### config.mk
export PLATFORM = sky130hd
export DESIGN_NAME = pdp_divider
export DESIGN_NICKNAME = d
export VERILOG_FILES = /design/src/design/pdp_pkg.sv /design/src/design/pdp_divider.sv
export SDC_FILE = /design/constraint.sdc
export NUM_CORES = 1
export LEC_CHECK = 0
export BUFFER_PORTS_ARGS = -buffer_cell sky130_fd_sc_hd__buf_2
export CORE_MARGIN = 2
export CORE_UTILIZATION = 55
export CTS_CLUSTER_DIAMETER = 40
export DETAILED_ROUTE_END_ITERATION = 8
export MAX_ROUTING_LAYER = met4
export PLACE_DENSITY = 0.81
export SYNTH_ARGS = -nofsm -noshare
export SYNTH_HDL_FRONTEND = slang
export SYNTH_SLANG_ARGS = --single-unit
### constraint.sdc
create_clock -name i_clk -period 3 [get_ports i_clk]
set_input_delay 0.15 -clock i_clk [delete_from_list [all_inputs] [get_ports i_clk]]
set_output_delay 0.15 -clock i_clk [all_outputs]
set_load 0.05 [all_outputs]
### src/design/pdp_pkg.sv
// Package: shared types, constants and register map of the depth projection block.
`timescale 1ns / 1ps
package pdp_pkg;

    localparam int unsigned IMAGE_WIDTH_DEF  = 640;
    localparam int unsigned IMAGE_HEIGHT_DEF = 480;

    localparam int unsigned DEPTH_W = 31;   // stored depth, unsigned Q15.16
    localparam int unsigned PROD_W  = 64;   // focal * coordinate
    localparam int unsigned DIVD_W  = 62;   // magnitude of the product
    localparam int unsigned PIX_W   = 48;   // pixel coordinate before range check
    localparam int unsigned CNT_W   = 6;    // divider step counter

    localparam logic [DEPTH_W-1:0] RESET_MAX_DEPTH = 31'd655360;

    localparam logic [2:0] STATUS_WRITTEN = 3'd0;
    localparam logic [2:0] STATUS_KEPT    = 3'd1;
    localparam logic [2:0] STATUS_RANGE   = 3'd2;
    localparam logic [2:0] STATUS_OFF     = 3'd3;
    localparam logic [2:0] STATUS_READ    = 3'd4;

    localparam logic [2:0] REG_FOCAL_X  = 3'd0;
    localparam logic [2:0] REG_FOCAL_Y  = 3'd1;
    localparam logic [2:0] REG_CENTER_X = 3'd2;
    localparam logic [2:0] REG_CENTER_Y = 3'd3;
    localparam logic [2:0] REG_MIN_D    = 3'd4;
    localparam logic [2:0] REG_MAX_D    = 3'd5;
    localparam logic [2:0] REG_ACT_W    = 3'd6;
    localparam logic [2:0] REG_ACT_H    = 3'd7;

    typedef struct packed {
        logic [30:0]        focal_x;
        logic [30:0]        focal_y;
        logic signed [31:0] center_x;
        logic signed [31:0] center_y;
        logic [30:0]        min_depth;
        logic [30:0]        max_depth;
        logic [9:0]         active_width;
        logic [8:0]         active_height;
    } t_cfg;

    typedef enum logic [3:0] {
        S_CLEAR,
        S_IDLE,
        S_DECODE,
        S_MUL,
        S_DIVS,
        S_DIVX,
        S_DIVY,
        S_SUM,
        S_PIX,
        S_CHK,
        S_MRD,
        S_MUPD,
        S_OUT
    } t_state;

endpackage

### src/design/pdp_divider.sv
// Unsigned restoring divider, one quotient bit per cycle.
`timescale 1ns / 1ps
module pdp_divider (
    input  logic                         i_clk,
    input  logic                         i_rst_n,
    input  logic                         i_start,
    input  logic [pdp_pkg::DIVD_W-1:0]   i_dividend,
    input  logic [pdp_pkg::DEPTH_W-1:0]  i_divisor,
    output logic                         o_done,
    output logic [pdp_pkg::DIVD_W-1:0]   o_quotient
);
    import pdp_pkg::*;

    logic                r_busy;
    logic                r_done;
    logic [CNT_W-1:0]    r_cnt;
    logic [DEPTH_W-1:0]  r_rem;
    logic [DIVD_W-1:0]   r_quo;
    logic [DEPTH_W-1:0]  r_dvs;
    logic [DEPTH_W:0]    trial;
    logic                fits;

    assign trial      = {r_rem, r_quo[DIVD_W-1]};
    assign fits       = trial >= {1'b0, r_dvs};
    assign o_done     = r_done;
    assign o_quotient = r_quo;

    always_ff @(posedge i_clk) begin
        if (!i_rst_n) begin
            r_busy <= 1'b0;
            r_done <= 1'b0;
            r_cnt  <= '0;
        end else begin
            r_done <= 1'b0;
            if (r_busy) begin
                r_cnt <= r_cnt + 1'b1;
                if (r_cnt == CNT_W'(DIVD_W - 1)) begin
                    r_busy <= 1'b0;
                    r_done <= 1'b1;
                end
            end else if (i_start) begin
                r_busy <= 1'b1;
                r_cnt  <= '0;
            end
        end
    end

    always_ff @(posedge i_clk) begin
        if (!r_busy && i_start) begin
            r_rem <= '0;
            r_quo <= i_dividend;
            r_dvs <= i_divisor;
        end else if (r_busy) begin
            // remainder stays below the divisor, so it fits DEPTH_W bits
            r_rem <= fits ? DEPTH_W'(trial - {1'b0, r_dvs}) : trial[DEPTH_W-1:0];
            r_quo <= {r_quo[DIVD_W-2:0], fits};
        end
    end

endmodule

---- Yosys cells after proc, flatten, opt, wreduce, memory -nomap -nowiden ----
Cells that the tools add are included.
cells by class
  $add $sub $neg .......................... 2
  $lt $le $gt $ge ......................... 1
  mux-type cells .......................... 9
  equality and inequality tests ........... 1
  reduce and logical (&&, ||, !) cells .... 5
operator list
  kind                                                            number
  62-bit 2-to-1 mux                                               2
  32-bit by 31-bit greater-or-equal comparator with 1-bit output  1
  31-bit 2-to-1 mux                                               1
  31-bit subtractor                                               1
  6-bit 2-to-1 mux                                                2
  6-bit by 1-bit adder with 6-bit output, second input constant   1
  6-bit == test, second input constant                            1
  1-bit 2-to-1 mux                                                4
  2-bit nonzero test                                              2
  2-bit AND reduction                                             1
  1-bit logical AND                                               1
  1-bit zero test                                                 1
word-level totals
  logic and storage cells ................. 24
  input port bits ......................... 96
  register bits after elaboration ......... 132

---- Longest topological paths before layout ----
Gate-level depths: netlist of run 1.
  word-level depth ........................ 3
  depth in mapped cells ................... 14

---- Worst setup path after synthesis of run 1 ----
Ideal clock, no wire load.
  kind .................................... register -> register
  start point ............................. register r_quo[61], in the netlist o_quotient[61]
  end point ............................... register r_rem[15]
  path buffers ............................ 1
  cell stages (with the launch flop) ...... 14
  arrival ................................. 2.949 ns
  slack ................................... -0.065 ns
  clock period less this slack ............ 3.065 ns
  setup time .............................. 0.117 ns
  cells stage by stage .................... edfxtp_1 -> inv_1 -> ha_1 -> fa_1 -> nand2b_1 -> a21oi_1 -> o21ai_1 -> nand3_2 -> a31oi_4 -> o21ai_4 -> nor2_8 -> buf_8 -> mux2_1 -> a22o_1
between the ends
  longest elaborated chain between the ends .. 2
RTL lines
  what                                                                                                 line                                  source
  from (decl)                                                                                          pdp_divider.sv:18                     logic [DIVD_W-1:0] r_quo;
  from (signal assigned)                                                                               pdp_divider.sv:51                     r_quo <= i_dividend;
  from (signal assigned)                                                                               pdp_divider.sv:56                     r_quo <= {r_quo[DIVD_W-2:0], fits};
  31-bit subtractor or 32-bit by 31-bit greater-or-equal comparator with 1-bit output (tied branches)  pdp_divider.sv:55, pdp_divider.sv:24
  31-bit 2-to-1 mux *                                                                                  pdp_divider.sv:55                     r_rem <= fits ? DEPTH_W'(trial - {1'b0, r_dvs}) : trial[DEPTH_W-1:0];
  to (signal assigned)                                                                                 pdp_divider.sv:55
  to (decl)                                                                                            pdp_divider.sv:17                     logic [DEPTH_W-1:0] r_rem;
Every way passes the cells marked *; elsewhere a longest branch is shown, timed or not.
A chain may end at the register's enable or synchronous reset.

---- Worst setup path after layout of run 1 ----
  start point ............................. register r_dvs[5]
  end point ............................... register r_rem[9]
between the ends
  longest elaborated chain between the ends .. 2
RTL lines
  what                                                                                                 line                                  source
  from (decl)                                                                                          pdp_divider.sv:19                     logic [DEPTH_W-1:0] r_dvs;
  from (signal assigned)                                                                               pdp_divider.sv:52                     r_dvs <= i_divisor;
  31-bit subtractor or 32-bit by 31-bit greater-or-equal comparator with 1-bit output (tied branches)  pdp_divider.sv:55, pdp_divider.sv:24
  31-bit 2-to-1 mux *                                                                                  pdp_divider.sv:55
Marked as above.

==> metrics.md, run 1 <==
| Metric | Value |
|---|---|
| Outcome | finished clean |
| CP Class | reg2reg |
| Antenna-violating nets left | 0 |
| Routed vias | 6485 |
| Initial DRC count | 525 |
| H-tree depth | 4 |
| Clk buf depth | 2 |
| Initial antenna violation count | 0 |
| Global-route wire length before repair | 32100 µm |
| Worst VDD drop | 510 µV |
| Distinct cells, synth | 63 |
| Period utilization | 95.7% |
| Avg Inst Size Synth | 9.67 µm² |
| Worst clock skew | 0.0128 ns |
| Gate Count Post-Synth | 736 |
| Worst reg-to-reg setup slack | 0.13 ns |
| Port bufs | 158 |
| CTS tree | built |
| Pleak | 4.54 nW |
| Maxcap violations | 0 |
| Slew margin rel. | 59.0% |
| FF-to-FF End | r_rem[9] |
| Die W | 118 µm |
| Post-route worst setup slack | 0.129 ns |
| Setup TNS | 0 ns |
| Minimum clock period | 2.87 ns |
| Hold path startpoint | i_dividend[53] |
| Worst EP required | 3.32 ns |
| PD cells | 837 mW/mm² |
| CTS sink cnt | 132 |
| IO Pins | 159 |
| Final Hold Viols | 0 |
| Die area | 0.0139 mm² |
| Layout net count | 1113 |
| Max Clk Rate | 348 MHz |
| Initial Utilization | 56.4% |
| Synth Net Count | 866 |
| Post-synth EDFFs | 93 |
| Worst r2r src | r_dvs[5] |
| Worst path bufs/invs | 2 |
| R2r worst-path depth | 12 |
| FF+latch count, synth | 132 |
| Clk slew on worst S/H paths | 0.06 ns |
| DP HPWL | 11700 µm |
| Vias per inst | 5.55 |
| Final Util | 76.3% |
| DR pass1 iterations | 5 |
| Largest net degree at the start of global routing | 85 |
| CTS Root Cell | clkbuf_16 |
| CP max FO | 12 |
| Routability cong. | 0.937 |
| Cell area after synthesis | 0.00712 mm² |
| Tot GR Track Use | 30.1% |
| Endpoints failing setup | 0 |
| Slew Limit Fails | 0 |
| Fraction of registers with async set/reset | 0% |
| Synth warnings | 0 |
| # diodes | 0 |
| Primary FF master, synth | edfxtp_1 |
| Sequential-to-total area share from yosys stat | 50.2% |
| Worst-skew pair later-pin latency | 0.43 ns |
| Share of cells above drive strength 1 | 23.0% |
| WHS | 0.0142 ns |
| Row cnt | 41 |
| CP cell instances | inv_1 > ha_1 > and2_4 > a2111o_1 > o21ai_2 > nand3_2 > a31oi_4 > o21ai_4 > nor2_8 > buf_12 > mux2_1 > a22o_1 |
| Max incr delay on CP | 0.40 ns |
| Max stage delay cell, worst path | a2111o_1 |
| Final WL | 20100 µm |
| Hold Crit Endpoint | o_quotient[53] |
| Wire per inst | 17.2 µm |
| Crit-path leading delay family | compound AO/OA/AOI/OAI gates |
| Power Total | 8.06 mW |
| Core ar. | 0.0126 mm² |
| Crit. End Element | flop |
| Total CTS buffers | 17 |
| Min-delay worst type | in2reg |
| Worst-Margin Slew | 0.613 ns |
| CP arrival | 3.19 ns |
| Setup WS pre-CTS | 0.123 ns |
| RSZ-0062 raised after global routing | no |
| CP startpoint kind | flop |
| Area grow syn2layout | 35.4% |
| Die Span Y | 118 µm |
| # DRC | 0 |
| Worst hold path depth | 3 |
| GRT overflow | 0 |
| Vias in the first global route | 6552 |
-- worst register-to-register path, cell delays in order (launching register included) --
cell and delay, ns:
edfxtp_1 0.37, inv_1 0.06, ha_1 0.23, and2_4 0.18, a2111o_1 0.40, o21ai_2 0.17
nand3_2 0.13, a31oi_4 0.19, o21ai_4 0.12, nor2_8 0.21, buf_12 0.18, mux2_1 0.34
a22o_1 0.19
-- worst max-delay path by stage --
stage	from	end	slack (ns)	depth (start not counted)
global route	o_quotient[61]	r_rem[26]	0.008	13
global placement	r_dvs[1]	r_rem[29]	0.17	12
CTS	r_dvs[5]	r_rem[16]	0.09	12
detailed placement	r_dvs[5]	r_rem[16]	0.12	12
finish	r_dvs[5]	r_rem[9]	0.13	12
floorplan	o_quotient[61]	r_rem[15]	0.02	13
-- metal layers --
layer | GRT usage, % | routed length (µm)
met5 | - | 0
met4 | 13.3 | 799
met3 | 7.75 | 1530
met2 | 49.1 | 9850
met1 | 35.3 | 7910
-- power by group --
part	internal [mW]	switching (mW)
registers	2.32	0.235
logic	1.39	1.95
clock network	1.36	0.819
-- layout by cell type, fill, tap and decap left out, drive strengths merged, types with 6 or more instances in the layout --
cell | synthesis | routed
nand2 | 207 | 207
buf | 10 | 177
edfxtp | 93 | 93
dlygate4sd3 | 0 | 84
inv | 44 | 46
dfxtp | 39 | 39
ha | 33 | 33
a21oi | 32 | 32
nor2 | 31 | 31
o21ai | 27 | 27
xnor2 | 22 | 22
clkbuf | 23 | 21
a22o | 20 | 20
mux2 | 17 | 17
nor3 | 12 | 12
mux2i | 10 | 10
nand3 | 10 | 10
nand4 | 9 | 9
nor2b | 8 | 8
a21o | 7 | 7
o21a | 7 | 7
and3 | 6 | 6
xor2 | 6 | 6
a31oi | 6 | 6
-- sequential cells by signal (all words and copies together) (netlist names) --
register and count:
o_quotient 62, r_dvs 31, r_rem 31, r_cnt 6, o_done 1, r_busy 1
-- cell type report --
cell class | instances | area [µm²]
Clock inverter | 11 | 151
Timing Repair Buffer | 261 | 1820
Multi-Input combinational cell | 527 | 3250
Sequential cell | 132 | 3570
Tap cell | 172 | 215
Clock buffer | 21 | 460
Fill cell | 829 | 2990
Inverter | 44 | 165
-- through the flow --
step	cells	cell area [µm²]
finish	1168	9630
global route	1168	9630
CTS	1165	9580
detailed placement	1049	8130
global placement	1049	8130
floorplan	736	7120
-- cell usage after synthesis (all sizes together) (6+ instances only) --
library cell | instances | area (µm²)
a21oi | 32 | 160
nand4 | 9 | 56.3
nand2 | 207 | 777
ha | 33 | 413
mux2i | 10 | 100
a31oi | 6 | 52.6
edfxtp | 93 | 2790
xor2 | 6 | 52.6
nor3 | 12 | 60.1
xnor2 | 22 | 193
nand3 | 10 | 55.1
o21a | 7 | 52.6
a22o | 20 | 175
nor2b | 8 | 50.1
clkbuf | 23 | 86.3
inv | 44 | 165
mux2 | 17 | 191
o21ai | 27 | 146
and3 | 6 | 37.5
buf | 10 | 75.1
dfxtp | 39 | 781
nor2 | 31 | 135
a21o | 7 | 52.6
-- what timing repair did --
item	in CTS	in global routing
hold buffers	84	0
endpoints found under the setup margin	0	23
hold endpoints to repair	84	0
resized for setup	0	6
setup buffers	0	3
-- cells by family after synthesis --
logic type | after synthesis | share of synthesized area, %
AO/OA/AOI/OAI | 135 | 13.2
XOR/XNOR | 28 | 3.45
adder cells (fa/ha/maj) | 34 | 6.08
AND/OR/NAND/NOR | 303 | 18.3
multiplexers | 27 | 4.10
flip-flops | 132 | 50.2
buffers and inverters | 77 | 4.59
(Power assumes the default switching activity.)
==> run 2, diff against run 1 <==
--- a/config.mk
+++ b/config.mk
@@ -10,6 +10,7 @@
 export CORE_UTILIZATION = 55
 export CTS_CLUSTER_DIAMETER = 40
 export DETAILED_ROUTE_END_ITERATION = 8
+export HOLD_SLACK_MARGIN = 0.1
 export MAX_ROUTING_LAYER = met4
 export PLACE_DENSITY = 0.81
 export SYNTH_ARGS = -nofsm -noshare
==> metrics.md, run 2 (synthesis results as in run 1) <==
| Metric | Value |
|---|---|
| Outcome | finished clean |
| Vias in the first global route | 6791 |
| Final Hold Viols | 0 |
| Die Span Y | 118 µm |
| Worst hold path depth | 3 |
| IO Pins | 159 |
| Wire per inst | 17.5 µm |
| Post-route worst setup slack | 0.132 ns |
| Flop pwr share | 31.6% |
| Min-delay worst type | in2reg |
| Int Pwr | 5.07 mW |
| Period utilization | 95.6% |
| CTS Root Cell | clkbuf_16 |
| Crit. End Element | flop |
| DP HPWL | 11700 µm |
| Worst VDD drop | 441 µV |
| Die W | 118 µm |
| Antenna-violating nets left | 0 |
| Initial Utilization | 56.4% |
| NetSw | 3.00 mW |
| PD cells | 829 mW/mm² |
| Port bufs | 158 |
| Multi-input gate area | 0.00325 mm² |
| CP startpoint kind | flop |
| Slew Limit Fails | 0 |
| Sw Ratio | 37.2% |
| Max stage delay cell, worst path | a2111o_1 |
| Global-route wire length before repair | 33100 µm |
| R2r worst-path depth | 12 |
| CTS tree | built |
| Final instance area | 0.00973 mm² |
| CP cell instances | inv_1 > ha_1 > and2_4 > a2111o_1 > o21ai_2 > nand3_2 > a31oi_4 > o21ai_4 > nor2_8 > buf_12 > mux2_1 > a22o_1 |
| Most frequent cells in the layout | nand2_1, buf_2, dlygate4sd3_1 |
| Commonest non-fill, non-tap cell in the layout | nand2_1 |
| Clk buf depth | 2 |
| Maxcap violations | 0 |
| Routed vias | 6616 |
| GRT overflow | 0 |
| Max incr delay on CP | 0.40 ns |
| Fill count | 794 |
| # DRC | 0 |
| Clk network pwr share | 26.8% |
| Initial antenna violation count | 0 |
| Worst-skew pair later-pin latency | 0.42 ns |
| Worst reg-to-reg setup slack | 0.13 ns |
| RSZ-0062 raised after global routing | no |
| Setup WS pre-CTS | 0.123 ns |
| Worst-Margin Slew | 0.593 ns |
| CTS sink cnt | 132 |
| Tot GR Track Use | 30.8% |
| Die area | 0.0139 mm² |
| Minimum clock period | 2.87 ns |
| Max Clk Rate | 349 MHz |
| Slew margin rel. | 60.4% |
| DR pass1 iterations | 5 |
| Gate power share | 41.6% |
| H-tree depth | 4 |
| Storage cell area | 0.00357 mm² |
| Layout net count | 1123 |
| Clk slew on worst S/H paths | 0.06 ns |
| Endpoints failing setup | 0 |
| CP arrival | 3.18 ns |
| Area grow syn2layout | 36.8% |
| Worst clock skew | 0.0125 ns |
| Final WL | 20600 µm |
| CP max FO | 12 |
| Worst EP required | 3.31 ns |
| Share of cells above drive strength 1 | 22.8% |
| Total CTS buffers | 17 |
| Initial DRC count | 466 |
| Dpl cell area | 0.00813 mm² |
| Row cnt | 41 |
| Setup TNS | 0 ns |
| CP Class | reg2reg |
| Routability cong. | 0.937 |
| # diodes | 0 |
| Max FFs per register | 62 |
| Pleak | 4.58 nW |
| Core ar. | 0.0126 mm² |
| Largest net degree at the start of global routing | 85 |
| Vias per inst | 5.62 |
==> run 2: metrics by stage <==
step	cells	hold WS (ns)	total power, mW	util, %
floorplan	736	0.249	4.98	-
detailed placement	1049	0.329	5.66	64.4
global placement	1049	0.327	5.61	64.4
CTS	1175	0.110	7.94	76.7
global route	1178	0.140	8.50	77.1
finish	1178	0.135	8.07	77.1
==> run 2: worst paths after layout <==
kind,start,to
setup / recovery,r_dvs[5],r_rem[9]
hold / removal,i_start,r_cnt[1]
setup reg to reg,r_dvs[5],r_rem[9]
hold reg to reg,r_rem[19],r_rem[19]
==> run 2: area by class of cell <==
class / count / area share (%)
Clock buffer: 21 / 4.73
Tap cell: 172 / 2.21
Sequential cell: 132 / 36.7
Timing Repair Buffer: 271 / 19.7
Inverter: 44 / 1.70
Clock inverter: 11 / 1.56
Multi-Input combinational cell: 527 / 33.4
==> run 2: power groups by stage <==
| stage | sequential (mW) | combinational (mW) | clock, mW |
|---|---|---|---|
| after global placement | 2.55 | 3.06 | 0 |
| after detailed placement | 2.55 | 3.11 | 0 |
| after global routing | 2.58 | 3.66 | 2.26 |
| after floorplan | 2.91 | 2.07 | 0 |
| final | 2.55 | 3.35 | 2.17 |
| after CTS | 2.53 | 3.23 | 2.18 |
==> run 2: worst max-delay path, delay by kind of cell, from the launching register on <==
family          cells  cell delay, ns
compound gates      5            1.07
simple gates        3            0.52
flops               1            0.37
mux                 1            0.34
buf+inv             2            0.24
fa+ha+maj           1            0.23
==> run 2: per-layer routing <==
layer,GRT usage [%],share of wire [%],wire (µm),vias up
met2,50.0,49,9980,376
met3,6.93,7.8,1610,82
met5,-,0,0,-
met1,36.5,39,8090,3071
li1,-,-,-,3087
met4,14.8,4.3,892,0
==> run 2: timing repair <==
item,CTS,global route
hold buffers,94,0
gates resized for setup,0,6
setup endpoints to repair,0,23
endpoints found under the hold margin,101,0
buffers inserted,0,3
