### config.mk
export PLATFORM = sky130hd
export DESIGN_NAME = pdp_cfg
export DESIGN_NICKNAME = d
export VERILOG_FILES = /design/src/design/pdp_pkg.sv /design/src/design/pdp_cfg.sv
export SDC_FILE = /design/constraint.sdc
export NUM_CORES = 1
export LEC_CHECK = 0
export BUFFER_PORTS_ARGS = -buffer_cell sky130_fd_sc_hd__buf_2
export CAP_MARGIN = 30
export CORE_MARGIN = 8
export CORE_UTILIZATION = 48
export DETAILED_ROUTE_END_ITERATION = 7
export PLACE_DENSITY = 0.87
export REMOVE_ABC_BUFFERS = 1
export SYNTH_ARGS = -nofsm -noshare
export SYNTH_HDL_FRONTEND = slang
export SYNTH_SLANG_ARGS = --single-unit
### constraint.sdc
create_clock -name i_clk -period 5.2 [get_ports i_clk]
set_clock_uncertainty 0.1 [all_clocks]
set_input_delay 1.56 -clock i_clk [delete_from_list [all_inputs] [get_ports i_clk]]
set_output_delay 1.56 -clock i_clk [all_outputs]
set_load 0.05 [all_outputs]
### src/design/pdp_pkg.sv
// Package: shared types, constants and register map of the depth projection block.
`timescale 1ns / 1ps
package pdp_pkg;

    localparam int unsigned IMAGE_WIDTH_DEF  = 640;
    localparam int unsigned IMAGE_HEIGHT_DEF = 480;

    localparam int unsigned DEPTH_W = 31;   // stored depth, unsigned Q15.16
    localparam int unsigned PROD_W  = 64;   // focal * coordinate
    localparam int unsigned DIVD_W  = 62;   // magnitude of the product
    localparam int unsigned PIX_W   = 48;   // pixel coordinate before range check
    localparam int unsigned CNT_W   = 6;    // divider step counter

    localparam logic [DEPTH_W-1:0] RESET_MAX_DEPTH = 31'd655360;

    localparam logic [2:0] STATUS_WRITTEN = 3'd0;
    localparam logic [2:0] STATUS_KEPT    = 3'd1;
    localparam logic [2:0] STATUS_RANGE   = 3'd2;
    localparam logic [2:0] STATUS_OFF     = 3'd3;
    localparam logic [2:0] STATUS_READ    = 3'd4;

    localparam logic [2:0] REG_FOCAL_X  = 3'd0;
    localparam logic [2:0] REG_FOCAL_Y  = 3'd1;
    localparam logic [2:0] REG_CENTER_X = 3'd2;
    localparam logic [2:0] REG_CENTER_Y = 3'd3;
    localparam logic [2:0] REG_MIN_D    = 3'd4;
    localparam logic [2:0] REG_MAX_D    = 3'd5;
    localparam logic [2:0] REG_ACT_W    = 3'd6;
    localparam logic [2:0] REG_ACT_H    = 3'd7;

    typedef struct packed {
        logic [30:0]        focal_x;
        logic [30:0]        focal_y;
        logic signed [31:0] center_x;
        logic signed [31:0] center_y;
        logic [30:0]        min_depth;
        logic [30:0]        max_depth;
        logic [9:0]         active_width;
        logic [8:0]         active_height;
    } t_cfg;

    typedef enum logic [3:0] {
        S_CLEAR,
        S_IDLE,
        S_DECODE,
        S_MUL,
        S_DIVS,
        S_DIVX,
        S_DIVY,
        S_SUM,
        S_PIX,
        S_CHK,
        S_MRD,
        S_MUPD,
        S_OUT
    } t_state;

endpackage

### src/design/pdp_cfg.sv
// Configuration register file with its APB-style port.
`timescale 1ns / 1ps
module pdp_cfg (
    input  logic           i_clk,
    input  logic           i_rst_n,
    input  logic           psel,
    input  logic           penable,
    input  logic           pwrite,
    input  logic [4:0]     paddr,
    input  logic [31:0]    pwdata,
    output logic [31:0]    prdata,
    output logic           pready,
    output pdp_pkg::t_cfg  o_cfg
);
    import pdp_pkg::*;

    t_cfg       r_cfg;
    logic [2:0] idx;
    logic       wr;

    assign idx    = paddr[4:2];
    assign wr     = psel & penable & pwrite;
    assign pready = 1'b1;
    assign o_cfg  = r_cfg;

    always_ff @(posedge i_clk) begin
        if (!i_rst_n) begin
            r_cfg.focal_x       <= 31'd34406400;
            r_cfg.focal_y       <= 31'd34406400;
            r_cfg.center_x      <= 32'sd20938752;
            r_cfg.center_y      <= 32'sd15695872;
            r_cfg.min_depth     <= 31'd6554;
            r_cfg.max_depth     <= RESET_MAX_DEPTH;
            r_cfg.active_width  <= 10'd640;
            r_cfg.active_height <= 9'd480;
        end else if (wr) begin
            unique case (idx)
                REG_FOCAL_X:  r_cfg.focal_x       <= pwdata[30:0];
                REG_FOCAL_Y:  r_cfg.focal_y       <= pwdata[30:0];
                REG_CENTER_X: r_cfg.center_x      <= pwdata;
                REG_CENTER_Y: r_cfg.center_y      <= pwdata;
                REG_MIN_D:    r_cfg.min_depth     <= pwdata[30:0];
                REG_MAX_D:    r_cfg.max_depth     <= pwdata[30:0];
                REG_ACT_W:    r_cfg.active_width  <= pwdata[9:0];
                REG_ACT_H:    r_cfg.active_height <= pwdata[8:0];
                default:      ;
            endcase
        end
    end

    always_comb begin
        unique case (idx)
            REG_FOCAL_X:  prdata = {1'b0, r_cfg.focal_x};
            REG_FOCAL_Y:  prdata = {1'b0, r_cfg.focal_y};
            REG_CENTER_X: prdata = r_cfg.center_x;
            REG_CENTER_Y: prdata = r_cfg.center_y;
            REG_MIN_D:    prdata = {1'b0, r_cfg.min_depth};
            REG_MAX_D:    prdata = {1'b0, r_cfg.max_depth};
            REG_ACT_W:    prdata = {22'd0, r_cfg.active_width};
            REG_ACT_H:    prdata = {23'd0, r_cfg.active_height};
            default:      prdata = 32'd0;
        endcase
    end

endmodule

## Word level (Yosys, flattened, before mapping)

Index checks and enable logic that the tools add are counted.

- Eq/ne operators: 7
- Multiplexer cells: 1
- Bitwise logic cells: 2
- Reductions and logical operators: 9

Operator list:

| kind | number |
|---|---|
| case mux 32 bit (8 select lines) | 1 |
| AND reduction 2 bit | 8 |
| equality test 3 bit (second input constant) | 4 |
| equality test 3 x 2 -> 1 bit (second input constant) | 2 |
| equality test 3 x 1 -> 1 bit (second input constant) | 1 |
| zero test 3 bit | 1 |
| bitwise AND 1 bit | 2 |

- Register bits after elaboration: 207
- Output and inout port bits: 240

## Logic depth before layout (Yosys ltp)

Gate-level depths: netlist (run 1).

- Word-level depth: 3
- Mapped depth: 8
- Depth with buffers taken out: 4

## Worst setup path after synthesis (run 1)

Ideal clock, no wire load.

- Kind: in2out
- Start: input paddr[3]
- End: output prdata[15]
- Arrival time: 3.506 ns
- Setup slack: 0.034 ns
- Stages: 6
- Buffers on the path: 2
- Cell sequence: buf_4 > inv_1 > buf_2 > o22ai_1 > o21bai_1 > a221oi_1

- Cells in the longest elaborated chain, start to end: 2

Ends and longest elaborated chain:

| item | line | source |
|---|---|---|
| start: declaration | pdp_cfg.sv:9 | `input logic [4:0] paddr,` |
| equality test 3 bit, or another cell as far along | pdp_cfg.sv:52 | `unique case (idx)` |
| case mux 32 bit (8 select lines) (*) | pdp_cfg.sv:52 |  |
| end: declaration | pdp_cfg.sv:11 | `output logic [31:0] prdata,` |

Every way passes the cells marked *; elsewhere a longest branch is shown, timed or not.

## Worst setup path after layout (run 1)

- Start: input paddr[4]
- End: output prdata[0]

The elaborated chain is that of the path after synthesis.

==> results.cfg, run 1 <==
[timing]
slew_violations = 0
period_minus_slack_ps = 4897
finalSetupViolations = 0
slew_headroom = 0.2968
timing.hold.ws_ps = 364.8
period_share = 0.9417
grt_setup_unrepaired = false
fmax_mhz = 204.2
hold_viol_final = 0
worst_pin_slew_ps = 1052

[floorplan]
die_w_um = 156.4
die_area_um2 = 24450
dieHeight_um = 156.4
rows = 51
initial_core_util = 0.4876
coreArea_um2 = 19400
io_pins = 282

[synth]
yosys_warnings = 0
syn_area_um2 = 9459
syn_area_per_cell_um2 = 7.760
ys_seq_area_frac = 0.4381
ys_ff_latch = 207
ys_async_sr_fraction = 0
synth_cell_types = 44
synth_edf_count = 0
netlist_instances = 1219
synth-main-ff-cell = dfxtp_1

[clocking]
cts.sinks = 207
cts_hold_buf = 0
clk_pin_slew_ps = 60
numCtsBuffers = 24
cts-htree-levels = 1
clock_latency_ps = 510
cts_tree = done
cts-resized-gates = 0
cts_setup_buffers = 0
clockRootBuffer = clkbuf_16
max-clock-path-buffers = 3

[critical_path]
worstSetupPathType = in -> out
startpoint_type = input pin
cp-end-kind = primary output
cp_data_required_time_ps = 3540
worst-path-max-fanout = 15
cp.arrival_ps = 3240

[power_and_ir_drop]
p_leak_nw = 5.049
power.density_nw_per_um2 = 313.4
ir_worst_vdd_v = 0.0002460

[detailed_routing]
via_per_inst = 5.708
first_pass_iters = 6
dr.first_iter.drc_count = 835
wl_per_cell_um = 20.39
routed_wl_um = 35240
detail-route-antenna-nets = 0
num_vias = 9864
drc = 0

[placed_design]
place_hpwl_um = 22710
numPlacedInstances = 1681
globalplace.congestion = 0.8353
portBuffers = 278

[layout]
fin_nets = 1485
drive_gt1_frac = 0.2560
largest_reg_flops = 207
syn2layout_area_growth_pct = 25.30
fin_cells = 1728
multi_input_area_um2 = 4815
n_fill_cell = 1706
seq_area_um2 = 4144

[global_routing]
grt_pass1_wl_um = 53200
grt_use_total = 0.2750
grt_pass1_vias = 9470
grt_start_max_net_pins = 124
antenna_found_initial = 2
overflow = 0

[run_status]
outcome = finished clean

[run]
maxCapViolCount = 0

[min_path]
hp-class = reg -> reg
-- cell families (layout without fill, tap and decap cells) --
kind of cell | Yosys count | after routing | synth area share
simple gates | 549 | 549 | 0.2362
compound gates | 325 | 325 | 0.2456
flops | 207 | 207 | 0.4381
buf+inv | 118 | 360 | 0.05886
mux | 19 | 19 | 0.02077
other cells | 1 | 3 | 0.0003964
-- metal layers --
layer,global-route usage,wire length (µm),vias up
li1,-,-,4540
met1,0.3324,13870,4653
met2,0.4580,16450,562
met3,0.06536,3624,109
met4,0.1199,1291,0
met5,0,0,-
-- cell usage in the layout (no fill, tap or decap), types with 4 or more instances in the layout --
master     count
nor2_1        57
buf_4         27
a221oi_1      12
clkbuf_8      11
o21ai_0       54
nand2_1      411
mux2i_1       14
buf_12         5
o21bai_1      12
clkbuf_16     25
a222oi_1       6
mux2_2         4
dfxtp_1      207
o221a_2        5
o2bb2ai_1      5
a21boi_1      53
o22ai_1       15
nand2b_1       9
nor2b_1       11
nand3_1       43
a21boi_0     115
buf_2        276
a22oi_1        4
nor2_4         5
inv_1          6
a22o_1        18
a21oi_1       18
-- synthesized netlist by cell type (5+ instances only) --
library cell | number | share of area
nand3_1 | 45 | 0.024
o221a_2 | 5 | 0.0060
a21boi_1 | 53 | 0.042
nand2b_1 | 9 | 0.0060
a221oi_1 | 12 | 0.011
nor2_1 | 61 | 0.024
mux2i_1 | 14 | 0.015
dfxtp_1 | 207 | 0.44
a21oi_1 | 18 | 0.0095
buf_2 | 49 | 0.026
clkbuf_1 | 46 | 0.018
nand2_1 | 412 | 0.16
a222oi_1 | 6 | 0.0063
nor2b_1 | 11 | 0.0073
o22ai_1 | 15 | 0.0099
buf_4 | 14 | 0.011
inv_1 | 6 | 0.0024
o21bai_1 | 12 | 0.0095
o21ai_0 | 54 | 0.029
o2bb2ai_1 | 5 | 0.0046
a22o_1 | 18 | 0.017
a21boi_0 | 115 | 0.091
-- worst max-delay path, stage by stage --
cell and delay, ps:
buf_2 220, buf_4 280, and2_1 460, a22oi_1 170, o221ai_1 130, o21a_1 150
buf_2 250
-- stage by stage --
stage | area [µm²] | power, mW | utilization | setup slack (ps) | setup TNS, ps
2_1_floorplan | 8929 | 1.866 | - | -91.22 | -91.22
3_3_place_gp | 10960 | 2.039 | 0.5650 | 341.0 | 0
3_5_place_dp | 11000 | 2.045 | 0.5671 | 333.5 | 0
4_1_cts | 11820 | 3.730 | 0.6093 | 346.9 | 0
5_1_grt | 11850 | 3.820 | 0.6110 | 256.9 | 0
6_report | 11850 | 3.714 | 0.6110 | 303.2 | 0
-- final timing paths --
check / from / end / slack, ps / cells after the start
min: o_cfg[117] / o_cfg[117] / 360 / 2
min reg2reg: o_cfg[117] / o_cfg[117] / 360 / 2
max: paddr[4] / prdata[0] / 300 / 7
max reg2reg: o_cfg[3] / o_cfg[3] / 4300 / 2
-- layout make-up --
class	instances	share of cell area
inverter	7	0.002217
clock inverter	5	0.002639
antenna	2	0.0004223
tap	265	0.02797
multi-input combinational	894	0.4062
timing repair buffer	309	0.1444
clock buffer	39	0.06650
sequential	207	0.3496
-- power by group --
group          internal (mW)  switching, mW  total [mW]
Combinational          0.112          0.295       0.407
Sequential              1.60         0.0104        1.61
Clock                   1.03          0.665        1.70
Total                   2.74          0.970        3.71
(Power assumes the default switching activity.)
==> inputs of run 2 (changes only) <==
- BUFFER_PORTS_ARGS: -buffer_cell sky130_fd_sc_hd__buf_2 -> not set
- DONT_BUFFER_PORTS: not set -> 1
- PLACE_DENSITY: 0.87 -> 0.75
==> run 2 against run 1 <==
Sequential cell count unchanged. Global-route usage down 0.99 points. Setup slack better by 94 ps. Final area down 11%. Combinational power down 35%. Critical path depth down 1.
==> results.cfg, run 2 (synthesis gave the netlist of run 1 again) <==
[critical_path]
cp.arrival_ps = 3140
cp_num_buf_inv = 3
reg2reg_depth = 2
reg2reg_slack_ps = 3910
r2r_end = o_cfg[14]
crit_chain = inv_1 -> buf_4 -> o22ai_1 -> o21bai_1 -> a221oi_1 -> buf_4
cp_data_required_time_ps = 3540
worstReg2RegStart = o_cfg[14]
worstSetupPathType = in -> out
cp-end-kind = primary output
startpoint_type = input pin
worst-path-max-fanout = 64
crit_cells = 6
path_common_cell = buf_4
cpMaxStageDelayCell = inv_1
cp_top_family = buffers and inverters
cpPeakStageDelay_ps = 420

[placed_design]
place_hpwl_um = 20850
globalplace.congestion = 0.8107
numPlacedInstances = 1423
placed_cell_area_um2 = 9842
portBuffers = 0

[global_routing]
grt_pass1_vias = 8423
antenna_found_initial = 0
grt_use_total = 0.2651
grt_start_max_net_pins = 208
grt_pass1_wl_um = 50730
overflow = 0

[clocking]
cts-htree-levels = 1
clockRootBuffer = clkbuf_16
clk_pin_slew_ps = 60
numCtsBuffers = 23
max-clock-path-buffers = 3
cts_setup_buffers = 0
cts.sinks = 207
cts_tree = done
clock_latency_ps = 500
cts-resized-gates = 0
cts_hold_buf = 0

[run]
maxCapViolCount = 0

[power_and_ir_drop]
p_leak_nw = 3.777
pwr-share-seq = 0.476
ir_worst_vdd_v = 0.0002385
comb_power_share = 0.076
p_switching_uw = 860.7
p_int_mw = 2.630
power.density_nw_per_um2 = 330.7
sw_frac_of_total = 0.2466
power_frac_clock = 0.448

[timing]
slew_headroom = 0.3383
finalSetupViolations = 0
setup_tns_ps = 0
hold_viol_final = 0
period_minus_slack_ps = 4803
worst_pin_slew_ps = 992.6
slew_violations = 0
period_share = 0.9237
grt_setup_unrepaired = false
fmax_mhz = 208.2

[layout]
fin_cells = 1461
multi_input_area_um2 = 4820
largest_reg_flops = 207
fin_nets = 1225
seq_area_um2 = 4144
design_area_um2 = 10560
syn2layout_area_growth_pct = 11.61
layout_common_cells = 410 x nand2_1, 207 x dfxtp_1, 115 x a21boi_0
antennaDiodeCount = 0
n_fill_cell = 1805
final_common_cell = nand2_1
drive_gt1_frac = 0.09114

[floorplan]
initial_core_util = 0.4876
dieHeight_um = 156.4
die_w_um = 156.4
rows = 51
io_pins = 282
die_area_um2 = 24450
coreArea_um2 = 19400

[min_path]
hold_start = o_cfg[199]
hp-class = reg -> reg
worst_hold_path.num_cells = 2
hold_path_end = o_cfg[199]

[detailed_routing]
via_per_inst = 6.110
wl_per_cell_um = 23.52
first_pass_iters = 6
dr.first_iter.drc_count = 768
detail-route-antenna-nets = 0
routed_wl_um = 34360
drc = 0
num_vias = 8927

[run_status]
outcome = finished clean
[run 2: cell types whose count changed in the layout (fill, tap and decap cells not counted), sizes merged]
cell | before | now
clkbuf | 39 | 33
bufinv | 0 | 1
buf | 309 | 50
diode | 2 | 0
clkinv | 4 | 3
[run 2: worst reg2reg max path: cells and delay by family, from the launching register on]
family / cells / cell delay [ps]
flip-flops: 1 / 670
AO/OA/AOI/OAI: 2 / 430
[run 2: worst max path at each step]
stage | start | endpoint
3_3_place_gp | paddr[2] | prdata[0]
3_5_place_dp | paddr[4] | prdata[15]
4_1_cts | paddr[4] | prdata[15]
2_1_floorplan | paddr[3] | prdata[15]
6_report | paddr[4] | prdata[15]
5_1_grt | paddr[4] | prdata[15]
[run 2: power groups by stage]
stage	sequential, mW	clock, mW	combinational, mW
5_1_grt	1.66	1.65	0.280
2_1_floorplan	1.69	0	0.176
6_report	1.66	1.56	0.265
4_1_cts	1.66	1.58	0.265
3_3_place_gp	1.70	0	0.258
3_5_place_dp	1.70	0	0.264
[run 2: final cells by class]
type,instances,share of cell area
Clock inverter,5,0.004977
Multi-Input combinational cell,894,0.4565
Sequential cell,207,0.3925
Clock buffer,33,0.06281
Inverter,7,0.002489
Timing Repair Buffer,50,0.04930
Tap cell,265,0.03141
[run 2: layer usage]
metal  vias up  global-route usage  share of wire
met4         0              0.1057          0.028
met3        84             0.09377           0.13
li1       4011                   -              -
met2       554              0.4379           0.47
met5         -                   0              0
met1      4278              0.3084           0.37
[run 2: stage by stage]
stage | setup WS [ps] | utilization | hold WS, ps | power (mW)
3_5_place_dp | 462.0 | 0.5074 | 609.9 | 1.960
5_1_grt | 361.7 | 0.5442 | 636.8 | 3.592
4_1_cts | 462.4 | 0.5442 | 618.5 | 3.511
2_1_floorplan | -91.22 | - | 585.5 | 1.866
3_3_place_gp | 520.7 | 0.5028 | 604.7 | 1.954
6_report | 396.9 | 0.5442 | 616.9 | 3.491
==> inputs of run 3 (changes only) <==
- ABC_AREA: not set -> 1
==> run 3 against run 2 <==
Final area shrank 0.39%. Die area shrank 3.0%. First-iteration DRC count grew 1.8%. Clock power is essentially flat. Synthesized cell count grew 12%. Count of clock-buffer cells in the layout shrank 1. Critical endpoint is now prdata[1].
==> results.cfg, run 3 <==
[critical_path]
worstSetupPathType = in -> out
startpoint_type = input pin
path_common_cell = nand2_1
cp-end-kind = primary output
cp_data_required_time_ps = 3540
reg2reg_depth = 2
cpPeakStageDelay_ps = 330
worst-path-max-fanout = 49
cp.arrival_ps = 2950
cpMaxStageDelayCell = inv_2
crit_chain = inv_2 -> nand2_1 -> inv_1 -> buf_4 -> nand2_1 -> nand3_1 -> buf_12

[timing]
fin_ws_ps = 592.6
timing.hold.ws_ps = 638.8
period_share = 0.8860
worst_pin_slew_ps = 851.7
setup_tns_ps = 0
hold_viol_final = 0
grt_setup_unrepaired = false
period_minus_slack_ps = 4607
fmax_mhz = 217.0
slew_violations = 0
slew_headroom = 0.4314
finalSetupViolations = 0

[detailed_routing]
routed_wl_um = 34940
drc = 0
via_per_inst = 5.869
first_pass_iters = 5
detail-route-antenna-nets = 0
dr.first_iter.drc_count = 782
wl_per_cell_um = 22.02
num_vias = 9314

[placed_design]
place_hpwl_um = 21330
globalplace.congestion = 0.8191
portBuffers = 0
place_ws_ps = 652.7
numPlacedInstances = 1549
placed_cell_area_um2 = 9802

[global_routing]
grt_pass1_wl_um = 53020
grt_use_total = 0.2815
grt_pass1_vias = 8806
grt_start_max_net_pins = 208
antenna_found_initial = 0
overflow = 0

[synth]
synth-main-ff-cell = dfxtp_1
yosysTopAreaCell = dfxtp_1
synth_cell_types = 21
ys_ff_latch = 207
ys_seq_area_frac = 0.4535
ys_async_sr_fraction = 0
synth_common_cells = 412 x nor2_1, 207 x dfxtp_1, 186 x nand2_1
syn_area_per_cell_um2 = 6.676
synth_area_leaders = dfxtp_1 45%, nor2_1 17%, o21ai_0 8.8%
netlist.area_leader.share = 0.4535
netlist_instances = 1369
yosys_warnings = 0
yosysMostFrequentCell = nor2_1
syn_area_um2 = 9139
synth_edf_count = 0

[power_and_ir_drop]
ir_worst_vdd_v = 0.0002712
power.density_nw_per_um2 = 333.4
power.total_mw = 3.507
p_int_mw = 2.617
power_frac_clock = 0.449
comb_power_share = 0.066
sw_frac_of_total = 0.2538
p_switching_uw = 890.0
pwr-share-seq = 0.485
p_leak_nw = 4.658

[layout]
syn2layout_area_growth_pct = 15.07
design_area_um2 = 10520
final_common_cell = nor2_1
multi_input_area_um2 = 4237
layout_common_cells = 411 x nor2_1, 207 x dfxtp_1, 186 x nand2_1
drive_gt1_frac = 0.07834
n_fill_cell = 1741
largest_reg_flops = 207
postLayoutCoreUtil = 0.5622
seq_area_um2 = 4144
antennaDiodeCount = 0
fin_nets = 1382
fin_cells = 1587

[clocking]
cts_setup_buffers = 0
numCtsBuffers = 23
cts_hold_buf = 0
clk_pin_slew_ps = 60
cts.sinks = 207
clockRootBuffer = clkbuf_16
cts-resized-gates = 0
max-clock-path-buffers = 3
cts_tree = done
cts-htree-levels = 1
clock_latency_ps = 500

[floorplan]
io_pins = 282
die_area_um2 = 23710
dieHeight_um = 154.0
die_w_um = 154.0
initial_core_util = 0.4886
rows = 50
coreArea_um2 = 18710

[run_status]
outcome = finished clean

[min_path]
hp-class = reg -> reg
worst_hold_path.num_cells = 2

[run]
maxCapViolCount = 0
[run 3: power by group through the flow]
stage	combinational [mW]	clock (mW)	sequential [mW]
floorplan	0.125	0	1.73
global placement	0.226	0	1.74
detailed placement	0.229	0	1.74
CTS	0.230	1.59	1.70
global route	0.245	1.66	1.70
finish	0.230	1.58	1.70
[run 3: final timing paths]
kind,start,endpoint,slack (ps)
worst max-delay path,paddr[4],prdata[1],590
worst min-delay path,o_cfg[53],o_cfg[53],640
worst max register to register,o_cfg[182],o_cfg[182],4000
worst min register to register,o_cfg[53],o_cfg[53],640
[run 3: kinds of logic (layout without fill, tap and decap cells)]
family,after synthesis,after routing,synth area share
compound gates,194,194,0.1077
simple gates,772,772,0.3524
buf+inv,195,179,0.08598
flops,207,207,0.4534
other cells,1,1,0.0004103
[run 3: area by class of cell]
cell class                 instances  area share
multi-input combinational        967      0.4029
sequential                       207      0.3941
clock inverter                     6    0.005235
clock buffer                      32     0.06270
tap                              234     0.02784
inverter                          88     0.03141
timing repair buffer              53     0.07591
[run 3: worst max-delay path: cells and delay by family]
kind	cells	cell delay, ps
buf+inv	4	890
simple gates	3	450
[run 3: metal layers]
metal | wire [µm] | part of all wire | global-route usage | up-vias
met3 | 4800 | 0.14 | 0.09725 | 102
met1 | 12620 | 0.36 | 0.3294 | 4261
met5 | 0 | 0 | 0 | -
met4 | 1321 | 0.038 | 0.1204 | 0
met2 | 16200 | 0.46 | 0.4608 | 608
li1 | - | - | - | 4343
